===== src/pfe_pkg.sv =====
`default_nettype none
// ----------------------------------------------------------------------------
// pfe_pkg
// Shared types and codes for the postfix expression evaluator.
// ----------------------------------------------------------------------------
package pfe_pkg;

	localparam logic [2:0] ST_OK      = 3'd0;
	localparam logic [2:0] ST_FULL    = 3'd1;
	localparam logic [2:0] ST_EMPTY   = 3'd2;
	localparam logic [2:0] ST_MISSING = 3'd3;
	localparam logic [2:0] ST_DIVZERO = 3'd4;
	localparam logic [2:0] ST_NOTHING = 3'd5;

	localparam logic [7:0] CH_NUL   = 8'h00;
	localparam logic [7:0] CH_HASH  = 8'h23;
	localparam logic [7:0] CH_PLUS  = 8'h2b;
	localparam logic [7:0] CH_MINUS = 8'h2d;
	localparam logic [7:0] CH_MUL   = 8'h2a;
	localparam logic [7:0] CH_DIV   = 8'h2f;
	localparam logic [7:0] CH_UPLUS = 8'h40;
	localparam logic [7:0] CH_UNEG  = 8'h24;
	localparam logic [7:0] CH_ZERO  = 8'h30;
	localparam logic [7:0] CH_NINE  = 8'h39;

	// stack cell control: normally every cell moves together; an in-place write of cell 0 holds the others
	typedef struct packed {
		logic push;   // shift down, new value enters cell 0
		logic pop1;   // shift up by one
		logic pop2;   // shift up by two
		logic wr_top; // overwrite cell 0 (after pop1/pop2 shift)
	} stk_ctl_t;

	typedef enum logic [2:0] {
		S_IDLE = 3'b001,
		S_MUL  = 3'b010,
		S_DIV  = 3'b100
	} pfe_state_t;

endpackage
`default_nettype wire


===== src/pfe_cell.sv =====
`default_nettype none
// ----------------------------------------------------------------------------
// pfe_cell
// One stack cell: holds one value, takes from its neighbors on push/pop.
// ----------------------------------------------------------------------------
module pfe_cell #(
	parameter int W = 48
) (
	input  wire                 clk,
	input  wire pfe_pkg::stk_ctl_t ctl,
	input  wire         [W-1:0] from_up,   // cell above (toward top) value
	input  wire         [W-1:0] from_dn1,  // cell below
	input  wire         [W-1:0] from_dn2,  // two below
	input  wire         [W-1:0] top_val,   // only used by cell 0
	input  wire                 is_top,
	output logic        [W-1:0] val_q
);
	always_ff @(posedge clk) begin
		if (ctl.push) begin
			val_q <= is_top ? top_val : from_up;
		end else if (ctl.pop2) begin
			val_q <= (ctl.wr_top && is_top) ? top_val : from_dn2;
		end else if (ctl.pop1) begin
			val_q <= (ctl.wr_top && is_top) ? top_val : from_dn1;
		end
	end
endmodule
`default_nettype wire


===== src/pfe_muldiv.sv =====
`default_nettype none
// ----------------------------------------------------------------------------
// pfe_muldiv
// Sequential saturating fixed-point multiply (shift-add) and divide (restoring).
// One bit per cycle.
// ----------------------------------------------------------------------------
module pfe_muldiv #(
	parameter int W = 48,
	parameter int F = 16
) (
	input  wire          clk,
	input  wire          arst_n,
	input  wire          start_mul,
	input  wire          start_div,
	input  wire  [W-1:0] a,
	input  wire  [W-1:0] b,
	output logic         done,
	output logic [W-1:0] res
);
	localparam int PW = 2 * W + F;
	localparam int CW = $clog2(PW + 1);

	logic          busy_q, is_div_q, neg_q;
	logic [CW-1:0] cnt_q;
	logic [PW-1:0] acc_q;   // mul: product; div: quotient bits
	logic [PW-1:0] num_q;   // mul: shifting multiplicand; div: dividend bits
	logic [W-1:0]  y_q;     // mul: multiplier bits; div: divisor
	logic [W:0]    rem_q;
	logic          over_q;

	logic [W-1:0] ma, mb;
	assign ma = a[W-1] ? W'(-a) : a;
	assign mb = b[W-1] ? W'(-b) : b;

	logic [W:0] rsh;
	logic       ge;
	assign rsh = {rem_q[W-1:0], num_q[PW-1]};
	assign ge  = rsh >= {1'b0, y_q};

	// saturating final value from magnitude
	logic [PW-1:0] mag;
	logic          big;
	always_comb begin
		mag = is_div_q ? acc_q : (acc_q >> F);
		big = over_q || (mag > PW'({1'b0, {(W-1){1'b1}}}) + PW'(neg_q));
	end

	always_ff @(posedge clk or negedge arst_n) begin
		if (!arst_n) begin
			busy_q <= 1'b0;
			done   <= 1'b0;
		end else begin
			done <= 1'b0;
			if (start_mul || start_div) begin
				busy_q <= 1'b1;
			end else if (busy_q && cnt_q == CW'(0)) begin
				busy_q <= 1'b0;
				done   <= 1'b1;
			end
		end
	end

	always_ff @(posedge clk) begin
		if (start_mul || start_div) begin
			is_div_q <= start_div;
			neg_q    <= a[W-1] ^ b[W-1];
			over_q   <= 1'b0;
			acc_q    <= '0;
			rem_q    <= '0;
			if (start_div) begin
				num_q <= PW'(ma) << F;
				y_q   <= mb;
				cnt_q <= CW'(PW);
			end else begin
				num_q <= PW'(ma);
				y_q   <= mb;
				cnt_q <= CW'(W);
			end
		end else if (busy_q && cnt_q != CW'(0)) begin
			cnt_q <= cnt_q - CW'(1);
			if (is_div_q) begin
				num_q <= num_q << 1;
				if (acc_q[PW-1]) over_q <= 1'b1;
				acc_q <= {acc_q[PW-2:0], ge};
				rem_q <= ge ? (rsh - {1'b0, y_q}) : rsh;
			end else begin
				if (y_q[0]) acc_q <= acc_q + num_q;
				num_q <= num_q << 1;
				y_q   <= y_q >> 1;
			end
		end
	end

	always_comb begin
		if (big) res = neg_q ? {1'b1, {(W-1){1'b0}}} : {1'b0, {(W-1){1'b1}}};
		else     res = neg_q ? W'(-mag[W-1:0]) : mag[W-1:0];
	end
endmodule
`default_nettype wire


===== src/postfix_expression_evaluator.sv =====
`default_nettype none
// ----------------------------------------------------------------------------
// postfix_expression_evaluator
// Postfix character stream evaluator with a shifting stack of cells.
// ----------------------------------------------------------------------------
// Input channel: symbol with valid/ready, one ASCII character a beat.
// Output channel: result_value/status with valid/ready; one beat per NUL.
// Digits, '#', '+', '-', '@', '$', NUL and ignored characters are handled in S_IDLE;
// '*' and '/' hold the input while the bit-serial multiply/divide unit runs.
// NUL loads the output register; the result beat appears the next cycle.
// Input keeps flowing while a result waits; only the next NUL stalls until
// the receiver takes the pending beat, so a stalled receiver holds the block
// at that NUL.
// The stack is a row of STACK_DEPTH cells; push and pop shift the whole row,
// so the top is always cell 0. Reset clears count, number, error state and
// the output register.
// ----------------------------------------------------------------------------
module postfix_expression_evaluator #(
	parameter int STACK_DEPTH = 16,
	parameter int VALUE_WIDTH = 48,
	parameter int FRAC_BITS   = 16
) (
	input  wire                           clk,
	input  wire                           arst_n,
	input  wire                           in_valid,
	output logic                          in_ready,
	input  wire  [7:0]                    symbol,
	output logic                          out_valid,
	input  wire                           out_ready,
	output logic signed [VALUE_WIDTH-1:0] result_value,
	output logic [2:0]                    status
);
	localparam int W  = VALUE_WIDTH;
	localparam int NW = $clog2(STACK_DEPTH + 1);

	pfe_pkg::pfe_state_t state_q;
	logic [NW-1:0] cnt_q;
	logic [W-1:0]  acc_q;
	logic          inprog_q;
	logic [2:0]    err_q;

	logic [W-1:0] cell_q [STACK_DEPTH];
	pfe_pkg::stk_ctl_t ctl;
	logic [W-1:0] top_val;

	logic          md_done;
	logic [W-1:0]  md_res;
	logic          start_mul, start_div;

	localparam logic [W-1:0] VMAX = {1'b0, {(W-1){1'b1}}};
	localparam logic [W-1:0] VMIN = {1'b1, {(W-1){1'b0}}};

	logic acc_fire;

	// digit accumulate
	logic [W-1:0]  dv, acc_next;
	logic [W+3:0]  acc10;
	logic          is_digit;
	always_comb begin
		is_digit = symbol >= pfe_pkg::CH_ZERO && symbol <= pfe_pkg::CH_NINE;
		dv       = W'(symbol - pfe_pkg::CH_ZERO) << FRAC_BITS;
		acc10    = (W+4)'(acc_q) * (W+4)'(10) + (W+4)'(dv);
		if ((FRAC_BITS + 4 >= W && (symbol - pfe_pkg::CH_ZERO) != 8'd0)
				|| acc10 > (W+4)'(VMAX))
			acc_next = VMAX;
		else
			acc_next = acc10[W-1:0];
	end

	// effective stack after implicit number end
	logic          is_bin, is_un, is_nul, is_hash;
	logic          npush, full_err;
	logic [NW-1:0] ecnt;
	logic [W-1:0]  r_v, l_v;
	always_comb begin
		is_nul  = symbol == pfe_pkg::CH_NUL;
		is_hash = symbol == pfe_pkg::CH_HASH;
		is_bin  = symbol == pfe_pkg::CH_PLUS || symbol == pfe_pkg::CH_MINUS
			|| symbol == pfe_pkg::CH_MUL || symbol == pfe_pkg::CH_DIV;
		is_un   = symbol == pfe_pkg::CH_UPLUS || symbol == pfe_pkg::CH_UNEG;
		npush   = inprog_q && (is_hash || is_bin || is_un || is_nul);
		full_err = npush && cnt_q >= NW'(STACK_DEPTH);
		ecnt    = (npush && !full_err) ? cnt_q + NW'(1) : cnt_q;
		// operands as seen after the number push
		r_v = (npush && !full_err) ? acc_q : cell_q[0];
		l_v = (npush && !full_err) ? cell_q[0] : cell_q[1];
	end

	// input is taken only in S_IDLE; a NUL also waits while the previous result beat is pending
	assign in_ready = (state_q == pfe_pkg::S_IDLE) && !(out_valid && is_nul);
	assign acc_fire = in_valid && in_ready;

	logic [W:0] sum_x, dif_x;
	logic [W-1:0] sum_s, dif_s, neg_s;
	always_comb begin
		sum_x = {l_v[W-1], l_v} + {r_v[W-1], r_v};
		dif_x = {l_v[W-1], l_v} - {r_v[W-1], r_v};
		sum_s = (sum_x[W] != sum_x[W-1]) ? (sum_x[W] ? VMIN : VMAX) : sum_x[W-1:0];
		dif_s = (dif_x[W] != dif_x[W-1]) ? (dif_x[W] ? VMIN : VMAX) : dif_x[W-1:0];
		neg_s = (r_v == VMIN) ? VMAX : W'(-r_v);
	end

	// control decode for an accepted symbol, and the pop when the multiply/divide unit is done
	logic [2:0]    new_err;
	logic [NW-1:0] cnt_n;
	always_comb begin
		ctl       = '0;
		top_val   = acc_q;
		new_err   = pfe_pkg::ST_OK;
		cnt_n     = cnt_q;
		start_mul = 1'b0;
		start_div = 1'b0;
		if (state_q == pfe_pkg::S_MUL || state_q == pfe_pkg::S_DIV) begin
			if (md_done) begin
				ctl.pop1 = 1'b1; ctl.wr_top = 1'b1; top_val = md_res;
				cnt_n = cnt_q - NW'(1);
			end
		end else if (acc_fire && err_q == pfe_pkg::ST_OK && !is_nul) begin
			if (full_err) begin
				new_err = pfe_pkg::ST_FULL;
			end else if (npush && !is_bin && !is_un) begin
				ctl.push = 1'b1;
				cnt_n = ecnt;
			end else if (is_bin || is_un) begin
				if (ecnt == NW'(0)) begin
					new_err = pfe_pkg::ST_EMPTY;
					if (npush) begin ctl.push = 1'b1; cnt_n = ecnt; end
				end else if (is_un) begin
					cnt_n = ecnt;
					if (npush) ctl.push = 1'b1;
					else begin ctl.pop1 = 1'b1; ctl.pop2 = 1'b0; end
					if (!npush) begin
						// pop then write top in place: shift by zero
						ctl.pop1 = 1'b0;
						ctl.push = 1'b0;
					end
					if (symbol == pfe_pkg::CH_UNEG) begin
						if (npush) top_val = neg_s;
						else begin ctl.pop2 = 1'b0; end
					end
				end else if (ecnt == NW'(1)) begin
					new_err = pfe_pkg::ST_MISSING;
					if (npush) begin ctl.push = 1'b1; cnt_n = ecnt; end
				end else if (symbol == pfe_pkg::CH_DIV && r_v == '0) begin
					new_err = pfe_pkg::ST_DIVZERO;
					if (npush) begin ctl.push = 1'b1; cnt_n = ecnt; end
				end else if (symbol == pfe_pkg::CH_MUL || symbol == pfe_pkg::CH_DIV) begin
					// leave operands on the stack; pop when the unit is done
					if (npush) begin ctl.push = 1'b1; end
					cnt_n     = ecnt;
					start_mul = symbol == pfe_pkg::CH_MUL;
					start_div = symbol == pfe_pkg::CH_DIV;
				end else begin
					top_val = (symbol == pfe_pkg::CH_PLUS) ? sum_s : dif_s;
					ctl.wr_top = 1'b1;
					if (npush) ctl.pop1 = 1'b0;
					else ctl.pop1 = 1'b1;
					cnt_n = ecnt - NW'(1);
				end
			end
		end
	end

	// unary negate of an existing top done in place on cell 0 via a separate write
	logic un_inplace;
	assign un_inplace = acc_fire && err_q == pfe_pkg::ST_OK && is_un && !full_err
		&& ecnt != NW'(0) && !npush && symbol == pfe_pkg::CH_UNEG;

	// binary add/sub when the number was just ended: result replaces cell 0
	logic bin_inpl;
	assign bin_inpl = ctl.wr_top && !ctl.pop1 && !ctl.pop2 && !ctl.push;

	for (genvar i = 0; i < STACK_DEPTH; i++) begin : g_cell
		pfe_pkg::stk_ctl_t cctl;
		logic [W-1:0] tv;
		always_comb begin
			cctl = ctl;
			tv   = top_val;
			if (un_inplace || bin_inpl) begin
				cctl = '0;
				cctl.pop1 = (i == 0);
				cctl.wr_top = 1'b1;
				tv = un_inplace ? neg_s : top_val;
			end
		end
		pfe_cell #(.W(W)) u_cell (
			.clk      (clk),
			.ctl      (cctl),
			.from_up  (i == 0 ? '0 : cell_q[(i == 0) ? 0 : i-1]),
			.from_dn1 (i + 1 < STACK_DEPTH ? cell_q[(i + 1 < STACK_DEPTH) ? i+1 : i] : '0),
			.from_dn2 (i + 2 < STACK_DEPTH ? cell_q[(i + 2 < STACK_DEPTH) ? i+2 : i] : '0),
			.top_val  (tv),
			.is_top   (i == 0),
			.val_q    (cell_q[i])
		);
	end

	pfe_muldiv #(.W(W), .F(FRAC_BITS)) u_md (
		.clk       (clk),
		.arst_n    (arst_n),
		.start_mul (start_mul),
		.start_div (start_div),
		.a         (l_v),
		.b         (r_v),
		.done      (md_done),
		.res       (md_res)
	);

	// NUL result
	logic [W-1:0] fin_v;
	logic [2:0]   fin_s;
	always_comb begin
		fin_v = '0;
		if (err_q != pfe_pkg::ST_OK) fin_s = err_q;
		else if (full_err) fin_s = pfe_pkg::ST_FULL;
		else if (ecnt == NW'(0)) fin_s = pfe_pkg::ST_NOTHING;
		else begin
			fin_s = pfe_pkg::ST_OK;
			fin_v = r_v;
		end
	end

	always_ff @(posedge clk or negedge arst_n) begin
		if (!arst_n) begin
			state_q      <= pfe_pkg::S_IDLE;
			cnt_q        <= '0;
			acc_q        <= '0;
			inprog_q     <= 1'b0;
			err_q        <= pfe_pkg::ST_OK;
			out_valid    <= 1'b0;
			result_value <= '0;
			status       <= pfe_pkg::ST_OK;
		end else begin
			unique case (state_q)
				pfe_pkg::S_IDLE: begin
					if (acc_fire) begin
						if (is_nul) begin
							result_value <= fin_v;
							status       <= fin_s;
							cnt_q        <= '0;
							acc_q        <= '0;
							inprog_q     <= 1'b0;
							err_q        <= pfe_pkg::ST_OK;
						end else if (err_q == pfe_pkg::ST_OK) begin
							cnt_q <= cnt_n;
							if (new_err != pfe_pkg::ST_OK) err_q <= new_err;
							if (is_digit) begin
								acc_q    <= acc_next;
								inprog_q <= 1'b1;
							end else if (npush) begin
								acc_q    <= '0;
								inprog_q <= 1'b0;
							end
							if (start_mul) state_q <= pfe_pkg::S_MUL;
							if (start_div) state_q <= pfe_pkg::S_DIV;
						end
					end
				end
				pfe_pkg::S_MUL, pfe_pkg::S_DIV: begin
					if (md_done) begin
						cnt_q   <= cnt_n;
						state_q <= pfe_pkg::S_IDLE;
					end
				end
				default: state_q <= pfe_pkg::S_IDLE;
			endcase
			// a NUL is only taken while the output register is empty
			if (acc_fire && is_nul) out_valid <= 1'b1;
			else if (out_ready) out_valid <= 1'b0;
		end
	end

`ifndef SYNTHESIS
	a_cnt_range: assert property (@(posedge clk) disable iff (!arst_n)
		cnt_q <= NW'(STACK_DEPTH)) else $error("stack count out of range");
	a_out_hold: assert property (@(posedge clk) disable iff (!arst_n)
		(out_valid && !out_ready) |=>
		(out_valid && $stable(result_value) && $stable(status)))
		else $error("result beat changed while stalled");
	a_status_range: assert property (@(posedge clk) disable iff (!arst_n)
		out_valid |-> status <= pfe_pkg::ST_NOTHING) else $error("bad status");
	a_err_zero: assert property (@(posedge clk) disable iff (!arst_n)
		(out_valid && status != pfe_pkg::ST_OK) |-> result_value == '0)
		else $error("nonzero value on error");
`endif
endmodule
`default_nettype wire


===== config.mk =====
export PLATFORM = sky130hd
export DESIGN_NAME = postfix_expression_evaluator
export DESIGN_NICKNAME = d
export VERILOG_FILES = /design/src/pfe_pkg.sv /design/src/pfe_cell.sv /design/src/pfe_muldiv.sv /design/src/postfix_expression_evaluator.sv
export SDC_FILE = /design/constraint.sdc
export NUM_CORES = 2
export LEC_CHECK = 0
export ABC_AREA = 1
export BUFFER_PORTS_ARGS = -buffer_cell sky130_fd_sc_hd__buf_4
export CORE_MARGIN = 3
export CORE_UTILIZATION = 42
export CTS_CLUSTER_SIZE = 10
export DETAILED_ROUTE_END_ITERATION = 12
export SYNTH_ARGS = -nofsm -noshare
export SYNTH_HDL_FRONTEND = slang
export SYNTH_SLANG_ARGS = --single-unit

===== constraint.sdc =====
create_clock -name clk -period 17.5 [get_ports clk]
set_input_delay 0.875 -clock clk [delete_from_list [all_inputs] [get_ports clk]]
set_output_delay 0.875 -clock clk [all_outputs]
set_load 0.05 [all_outputs]

Yosys cells after proc, flatten, opt, wreduce, memory -nomap -nowiden
Cells that the tools add are included.
{"block": "word_totals", "reg_bits": 1212, "in_bits": 12, "out_inout_bits": 53, "word_cells": 359}
{"block": "op_classes", "addsub": 14, "mul": 1, "n_lt_le_gt_ge": 6, "eq_ne": 21, "n_mux": 208, "bitwise": 1, "reduce_logical": 74}
{"op": "$mux 48", "n": 90}
{"op": "$mux 112", "n": 5}
{"op": "$neg 48->48", "n": 3}
{"op": "$add 112x112->112", "n": 1}
{"op": "$gt 112x112->1", "n": 1}
{"op": "$mux 5", "n": 17}
{"op": "$mux 3", "n": 23}
{"op": "$mux 64", "n": 1}
{"op": "$add 52x48->52", "n": 1}
{"op": "$gt 52x47->1 const B", "n": 1}
{"op": "$mux 1", "n": 52}
{"op": "$mul 48x3->51 const B", "n": 1}
{"op": "$add 48x48->49", "n": 1}
{"op": "$ge 49x48->1", "n": 1}
{"op": "$sub 48x48->49", "n": 1}
{"op": "$add 47x1->48 const A", "n": 1}
{"op": "$eq 48x48->1 const B", "n": 1}
{"op": "$eq 8x6->1 const B", "n": 6}
{"op": "$logic_not 48->1", "n": 1}
{"op": "$sub 48x48->48", "n": 1}
{"op": "$logic_and 1x1->1", "n": 23}
{"op": "$mux 7", "n": 3}
{"op": "$mux 2", "n": 10}
{"op": "$mux 4", "n": 5}
{"op": "35 further kinds", "n": 75}

Logic depth before layout (Yosys ltp)
{"block": "depth", "word_depth": 38, "depth_mapped": 45, "depth_no_buf": 42}

Cells and area by module
From an unflattened synthesis, not the netlist that was laid out.
{"block": "hier_totals", "cells_unflattened": 21230, "area_unflattened_um2": 126634.0}
{"module": "pfe_cell", "n_inst": 16, "cells_each": 662, "area_per_inst_um2": 4124.0, "seq_area_each_um2": 1441.4}
{"module": "pfe_muldiv", "n_inst": 1, "cells_each": 6330, "area_per_inst_um2": 36687.7, "seq_area_each_um2": 8348.0}
{"module": "postfix_expression_evaluator", "n_inst": 1, "cells_each": 4308, "area_per_inst_um2": 23963.0, "seq_area_each_um2": 2803.9}

Worst setup path before layout
OpenSTA, ideal clock, no wires.
{"block": "synth_timing", "path_type": "in2reg", "from": "input symbol[4]", "to": "register g_cell[10].u_cell.val_q[0], enable pin", "setup_ns": 5.028, "arrival_time_ns": 15.510, "required_ns": 12.472, "setup_slack_ns": -3.038, "path_stages": 25, "path_buffers": 7, "path_cell_list": "inv_1 > ha_1 > inv_2 > nor2_8 > nand2_2 > nand2_4 > nor2_4 > nand3_2 > nand3_4 > buf_8 > buf_8 > buf_12 > buf_8 > buf_12 > buf_6 > buf_2 > o21ai_0 > ha_1 > nand3_1 > nand2_1 > nor2_1 > inv_1 > nor2_1 > o21ai_1 > nand2_1"}
{"block": "synth_between", "elab_chain_len": 31, "word_cells_on_any_way": 90, "classes_between": "8 x eq/ne; 39 x mux; 43 x reduce/logical"}
{"item": "start, declared", "line_no": "postfix_expression_evaluator.sv:27", "source": "input wire [7:0] symbol,"}
{"item": "$eq 8x6->1", "line_no": "postfix_expression_evaluator.sv:78", "source": "is_bin = symbol == pfe_pkg::CH_PLUS || symbol == pfe_pkg::CH_MINUS"}
{"item": "$logic_or 1x1->1", "line_no": "postfix_expression_evaluator.sv:78"}
{"item": "$logic_or 1x1->1 (2 in series)", "line_no": "postfix_expression_evaluator.sv:79", "source": "|| symbol == pfe_pkg::CH_MUL || symbol == pfe_pkg::CH_DIV;"}
{"item": "$logic_or 1x1->1 (3 in series)", "line_no": "postfix_expression_evaluator.sv:81", "source": "npush = inprog_q && (is_hash || is_bin || is_un || is_nul);"}
{"item": "$logic_and 1x1->1", "line_no": "postfix_expression_evaluator.sv:81"}
{"item": "$mux 2", "line_no": "postfix_expression_evaluator.sv:130", "source": "if (npush) ctl.push = 1'b1;"}
{"item": "$mux 2", "line_no": "postfix_expression_evaluator.sv:128", "source": "end else if (is_un) begin"}
{"item": "$mux 2", "line_no": "postfix_expression_evaluator.sv:125", "source": "if (ecnt == NW'(0)) begin"}
{"item": "[10 not listed]"}
{"item": "$mux 4", "line_no": "postfix_expression_evaluator.sv:119", "source": "if (full_err) begin"}
{"item": "$mux 4", "line_no": "postfix_expression_evaluator.sv:118", "source": "end else if (acc_fire && err_q == pfe_pkg::ST_OK && !is_nul) begin"}
{"item": "$mux 1", "line_no": "postfix_expression_evaluator.sv:113", "source": "if (state_q == pfe_pkg::S_MUL || state_q == pfe_pkg::S_DIV) begin"}
{"item": "$logic_not 1->1", "line_no": "postfix_expression_evaluator.sv:171", "source": "assign bin_inpl = ctl.wr_top && !ctl.pop1 && !ctl.pop2 && !ctl.push;"}
{"item": "$logic_and 1x1->1 (3 in series)", "line_no": "postfix_expression_evaluator.sv:171"}
{"item": "$logic_or 1x1->1", "line_no": "postfix_expression_evaluator.sv:179", "source": "if (un_inplace || bin_inpl) begin"}
{"item": "$mux 4 *", "line_no": "postfix_expression_evaluator.sv:179"}
{"item": "$reduce_bool 3->1 (no line) *"}
{"item": "end signal, assigned", "line_no": "pfe_cell.sv:20", "source": "val_q <= is_top ? top_val : from_up;"}
{"item": "end signal, assigned", "line_no": "pfe_cell.sv:22", "source": "val_q <= (ctl.wr_top && is_top) ? top_val : from_dn2;"}
{"item": "end signal, assigned", "line_no": "pfe_cell.sv:24", "source": "val_q <= (ctl.wr_top && is_top) ? top_val : from_dn1;"}
{"item": "end, declared", "line_no": "pfe_cell.sv:16", "source": "output logic [W-1:0] val_q"}
Every way passes the cells marked *; elsewhere a longest branch is shown, timed or not. The select of a mux whose other input is x is not followed.
A chain may end at the register's enable or synchronous reset.

Final worst setup path
{"block": "layout_timing", "from": "input symbol[4]", "to": "register g_cell[13].u_cell.val_q[20], data pin"}
{"block": "layout_between", "elab_chain_len": 32, "word_cells_on_any_way": 91, "classes_between": "8 x eq/ne; 41 x mux; 42 x reduce/logical"}
{"item": "$eq 8x6->1", "line_no": "postfix_expression_evaluator.sv:78"}
{"item": "$logic_or 1x1->1", "line_no": "postfix_expression_evaluator.sv:78"}
{"item": "$logic_or 1x1->1 (2 in series)", "line_no": "postfix_expression_evaluator.sv:79"}
{"item": "$logic_or 1x1->1 (3 in series)", "line_no": "postfix_expression_evaluator.sv:81"}
{"item": "$logic_and 1x1->1", "line_no": "postfix_expression_evaluator.sv:81"}
{"item": "$mux 2", "line_no": "postfix_expression_evaluator.sv:130"}
{"item": "$mux 2", "line_no": "postfix_expression_evaluator.sv:128"}
{"item": "$mux 2", "line_no": "postfix_expression_evaluator.sv:125"}
{"item": "[11 not listed]"}
{"item": "$mux 4", "line_no": "postfix_expression_evaluator.sv:118"}
{"item": "$mux 1", "line_no": "postfix_expression_evaluator.sv:113"}
{"item": "$logic_not 1->1", "line_no": "postfix_expression_evaluator.sv:171"}
{"item": "$logic_and 1x1->1 (3 in series)", "line_no": "postfix_expression_evaluator.sv:171"}
{"item": "$logic_or 1x1->1", "line_no": "postfix_expression_evaluator.sv:179"}
{"item": "$mux 4 *", "line_no": "postfix_expression_evaluator.sv:179"}
{"item": "$mux 48", "line_no": "pfe_cell.sv:21", "source": "end else if (ctl.pop2) begin"}
{"item": "$mux 48 *", "line_no": "pfe_cell.sv:19", "source": "if (ctl.push) begin"}
{"item": "end signal, assigned", "line_no": "pfe_cell.sv:20"}
{"item": "end signal, assigned", "line_no": "pfe_cell.sv:22"}
{"item": "end signal, assigned", "line_no": "pfe_cell.sv:24"}
{"item": "end, declared", "line_no": "pfe_cell.sv:16"}
Marked as above.

==> results.md <==
Run status:
- The flow ran to the end, but the final reports show violations.
- The checks that failed: capacitance limit, slew limit.

Route:
- The remaining antenna violation count is 0.
- The number of detailed-route iterations in the first pass is 6.
- After detailed routing, the average wire length per cell comes to 23.6 um.
- The first routing iteration left 8,832 violations.
- The number of design rule violations left after detail routing is 0.
- After detailed routing, the number of vias per cell comes to 5.63.
- After detailed routing, the total wire length is 329,000 um.
- Across all layers, the routed design uses 78.6k vias.

Synth:
- For this run, the number of Yosys warnings is 0.
- Of the post-synthesis cell area, the part taken by muxes is 0.000135.
- The gate count of the mapped netlist is 11.4k.
- For this run, asynchronously set or reset flops after synthesis account for 0.0941.
- By area, the combinational part of the netlist is dominated by simple AND/OR/NAND/NOR gates.
- The netlist area before placement is 83,300 um^2.
- The number of different library cells used by synthesis comes to 76.
- Of the total synthesized cell area, the portion taken by XOR and XNOR cells is 0.0311.
- The register bit count reported by yosys is 1,212.
- The area fraction in compound gates after synthesis was 0.153.
- In this run the mean area of a mapped cell was 7.33 um^2.
- The simple logic cell fraction of the synthesized area is 0.262.
- The share of synthesized cell area in full adder, half adder and majority cells is 0.0659.
- The most used flip-flop cell after synthesis is sky130_fd_sc_hd__edfxtp_1.
- The number of synthesized flops with an enable pin is 937.
- The part of the Yosys area used for sequential elements is 0.411.
- The total nets after synthesis is 11.8k.

Clock network:
- The clock passes through at most 3 buffers.
- After clock tree synthesis, the repair step resized 0 gates.
- Clock tree synthesis inserted a total of 151 buffers.
- TritonCTS built the clock tree.
- Clock latency on the worst-skew pair, taken at its later pin, is 0.83 ns.
- The deepest level of the CTS H-tree is 4.
- Clock-pin slew was measured on the worst setup and hold paths at 0.06 ns.
- The cell at the root of the clock tree is sky130_fd_sc_hd__clkbuf_16.
- The number of setup buffers added after CTS is 0.
- The number of hold buffers added after CTS was 0.
- The number of sinks on the clock net is 1,212.

Worst hold path:
- The worst hold path belongs to the class input pin to async pin.

Placed design:
- The count of buffers added on input and output ports is 64.
- The HPWL after detailed placement is 252,000 um.
- The congestion estimate from routability-driven global placement came to 1.09.
- The pre-CTS setup slack is 7.77 ns.

GRT:
- The initial antenna violation count was 13.
- The total overflow left after global routing is 0.
- The first global-routing pass estimated 483,000 um of wire.
- Entering global routing, the biggest net connects 245 pins.
- The global-route usage over all layers is 0.314.
- The via count of the first global-routing pass was 73.8k.

Final layout:
- The top cell types in the final layout, fill and taps aside, are sky130_fd_sc_hd__nand2_1, sky130_fd_sc_hd__inv_1, sky130_fd_sc_hd__edfxtp_1.
- The area growth from synthesis to layout is 9.09%.
- The fraction of layout instances using a drive strength above 1 is 0.0475.
- The most common cell after layout, fill and taps aside is sky130_fd_sc_hd__nand2_1.
- At the end of the flow, the number of nets in the layout was 11.7k.
- Measured on the finished design, the core utilization comes to 0.464.

Setup path:
- In this run the worst path has a maximum fanout of 244.
- Across all register-to-register paths, the minimum setup slack is 8.62 ns.
- The kind of critical path is input pin to flop.
- The startpoint identified for the worst register-to-register timing path is acc_q[3].
- The signal arrival time at the worst endpoint is 9.76 ns.
- The critical register-to-register path endpoint is acc_q[2].
- The critical path launch point type is an input pin.
- The endpoint required time on the critical path is 18.01 ns.
- The endpoint type of the worst setup path is a flop.
- The path depth of the worst reg2reg path is 31.
- The launching instance or port of the critical path is symbol[4].

STA:
- The total count of hold-check failures in the final report is 0.
- After layout, the worst setup slack is 8.25 ns.
- The worst slew margin relative to its limit is -0.00942.
- The number of setup violations in the final report is 0.
- The post-layout minimum cycle time is 9.25 ns.
- For the final database, setup skew stands at 0.0383 ns.
- The setup TNS is 0 ns.
- The slew of the pin with the lowest slew margin is 1.50 ns.
- Timing would allow up to 108 MHz.
- Setup repair after global routing left no endpoint under its margin.
- Of the available clock period, the critical path in the final layout requires 0.528.
- The total count of max-transition violations in the final report is 1.

Die:
- The core region is 196,000 um^2.
- The floorplan has 162 rows.
- The I/O pin count is 65.
- Measured along the x axis, the die boundary spans 451 um.
- Measured along the y axis, the die boundary spans 451 um.
- The initial utilization of the core area, before any placement, comes to 0.425.
- The die covers 204,000 um^2.

Power:
- Across the VDD grid, the largest voltage drop is 121 uV.
- The static leakage is 42.4 nW.
- The power density over cell area is 138 nW/um^2.

Flow run:
- The tool flagged a number of max-cap violations equal to 1.
[power by group]
group          internal [mW]  switching [mW]  total (mW)
combinational           1.42            3.84        5.26
sequential              3.89           0.339        4.23
clock                   1.72            1.29        3.01
total                   7.04            5.47        12.5
[cells by family after synthesis]
kind of cell	count (synthesis)
and+or+nand+nor	5463
AOI/OAI and AO/OA	2303
buffers and inverters	1650
DFF	1212
adders and majority gates	435
xor gates and xnor gates	296
muxes	1
[metrics by stage]
| step | total power [mW] | hold WS, ns | cells | instance area (um^2) |
|---|---|---|---|---|
| after floorplan | 7.73 | 0.445 | 11400 | 83300 |
| after global placement | 9.36 | 0.465 | 13700 | 86200 |
| after detailed placement | 9.37 | 0.478 | 13700 | 86200 |
| after CTS | 12.4 | 0.0942 | 14000 | 90900 |
| after global routing | 13.2 | 0.130 | 14000 | 90900 |
| final | 12.5 | 0.102 | 14000 | 90900 |
[synth_stat cells, drive strengths merged (15+ instances only)]
master | number | area (um^2)
inv | 1181 | 4430
dfxtp | 161 | 3220
xnor2 | 108 | 946
buf | 114 | 729
clkbuf | 348 | 1310
o21ai | 973 | 4960
a221oi | 18 | 158
edfxtp | 937 | 28100
o22ai | 15 | 93.8
nand4 | 81 | 526
a31oi | 139 | 870
a22oi | 52 | 390
or2 | 43 | 269
nand3 | 353 | 1820
xor2 | 188 | 1650
ha | 429 | 5370
a21boi | 15 | 113
nor4 | 40 | 256
nor3 | 85 | 445
nor2 | 911 | 3490
o221ai | 22 | 193
dfrtp | 113 | 2830
a211oi | 19 | 143
a21o | 23 | 173
a21oi | 861 | 4320
o21a | 43 | 323
o211ai | 67 | 503
nand2 | 3921 | 14800
[layout make-up]
type	count	area, um^2
Fill cell	20000	105000
Multi-Input combinational cell	8498	42700
Sequential cell	1212	34200
Inverter	1188	4460
Clock buffer	205	4120
Tap cell	2624	3280
Timing Repair Buffer	194	1520
Clock inverter	36	541
Antenna cell	2	5.00
[how the worst max path moves through the flow]
stage          cells past startpoint                     endpoint  slack (ns)
4_1_cts                           27   g_cell[13].u_cell.val_q[8]        8.64
5_1_grt                           27  g_cell[13].u_cell.val_q[15]        7.78
3_3_place_gp                      27   g_cell[13].u_cell.val_q[6]        7.86
2_1_floorplan                     25   g_cell[10].u_cell.val_q[0]        4.25
3_5_place_dp                      27   g_cell[13].u_cell.val_q[8]        7.77
6_report                          27  g_cell[13].u_cell.val_q[20]        8.25
[worst max-delay path, stage by stage]
cell and delay, ns:
sky130_fd_sc_hd__buf_4 0.11, sky130_fd_sc_hd__inv_1 0.11, sky130_fd_sc_hd__ha_1 0.20, sky130_fd_sc_hd__inv_2 0.07, sky130_fd_sc_hd__nor2_8 0.14, sky130_fd_sc_hd__nand2_2 0.13, sky130_fd_sc_hd__nand2_4 0.47, sky130_fd_sc_hd__nor2_4 0.10
sky130_fd_sc_hd__nand3_2 0.08, sky130_fd_sc_hd__buf_4 0.37, sky130_fd_sc_hd__nand3_4 0.50, sky130_fd_sc_hd__inv_2 0.13, sky130_fd_sc_hd__buf_4 0.54, sky130_fd_sc_hd__buf_4 0.61, sky130_fd_sc_hd__nand2_1 0.13, sky130_fd_sc_hd__xor2_1 0.32
sky130_fd_sc_hd__nand2_1 0.12, sky130_fd_sc_hd__inv_2 0.08, sky130_fd_sc_hd__nand3_1 0.12, sky130_fd_sc_hd__nand2_1 0.18, sky130_fd_sc_hd__nor2_1 0.13, sky130_fd_sc_hd__nor3_4 0.16, sky130_fd_sc_hd__buf_12 0.47, sky130_fd_sc_hd__buf_4 0.84
sky130_fd_sc_hd__buf_12 0.64, sky130_fd_sc_hd__buf_4 0.94, sky130_fd_sc_hd__o21ai_0 0.17
[per-layer routing]
layer  up-vias  global-route usage  share of wire
li1      37400                   -              -
met1     37400               0.425           0.43
met2      3184               0.469           0.43
met3       635              0.0580          0.079
met4         6               0.180          0.065
met5         -                   0        0.00014
[state kept, by name, indices dropped and copies added (netlist names)]
signal and cells:
result_value 48, g_cell.u_cell.val_q 768, u_md.cnt_q 7, cnt_q 5
u_md.busy_q 1, u_md.rem_q 48, u_md.acc_q 112, u_md.over_q 1
acc_q 48, u_md.y_q 48, u_md.num_q 112, inprog_q 1
out_valid 1, u_md.done 1, u_md.is_div_q 1, err_q 3
u_md.neg_q 1, status 3, state_q 3
Note: power is estimated with default switching activity, not from simulation.
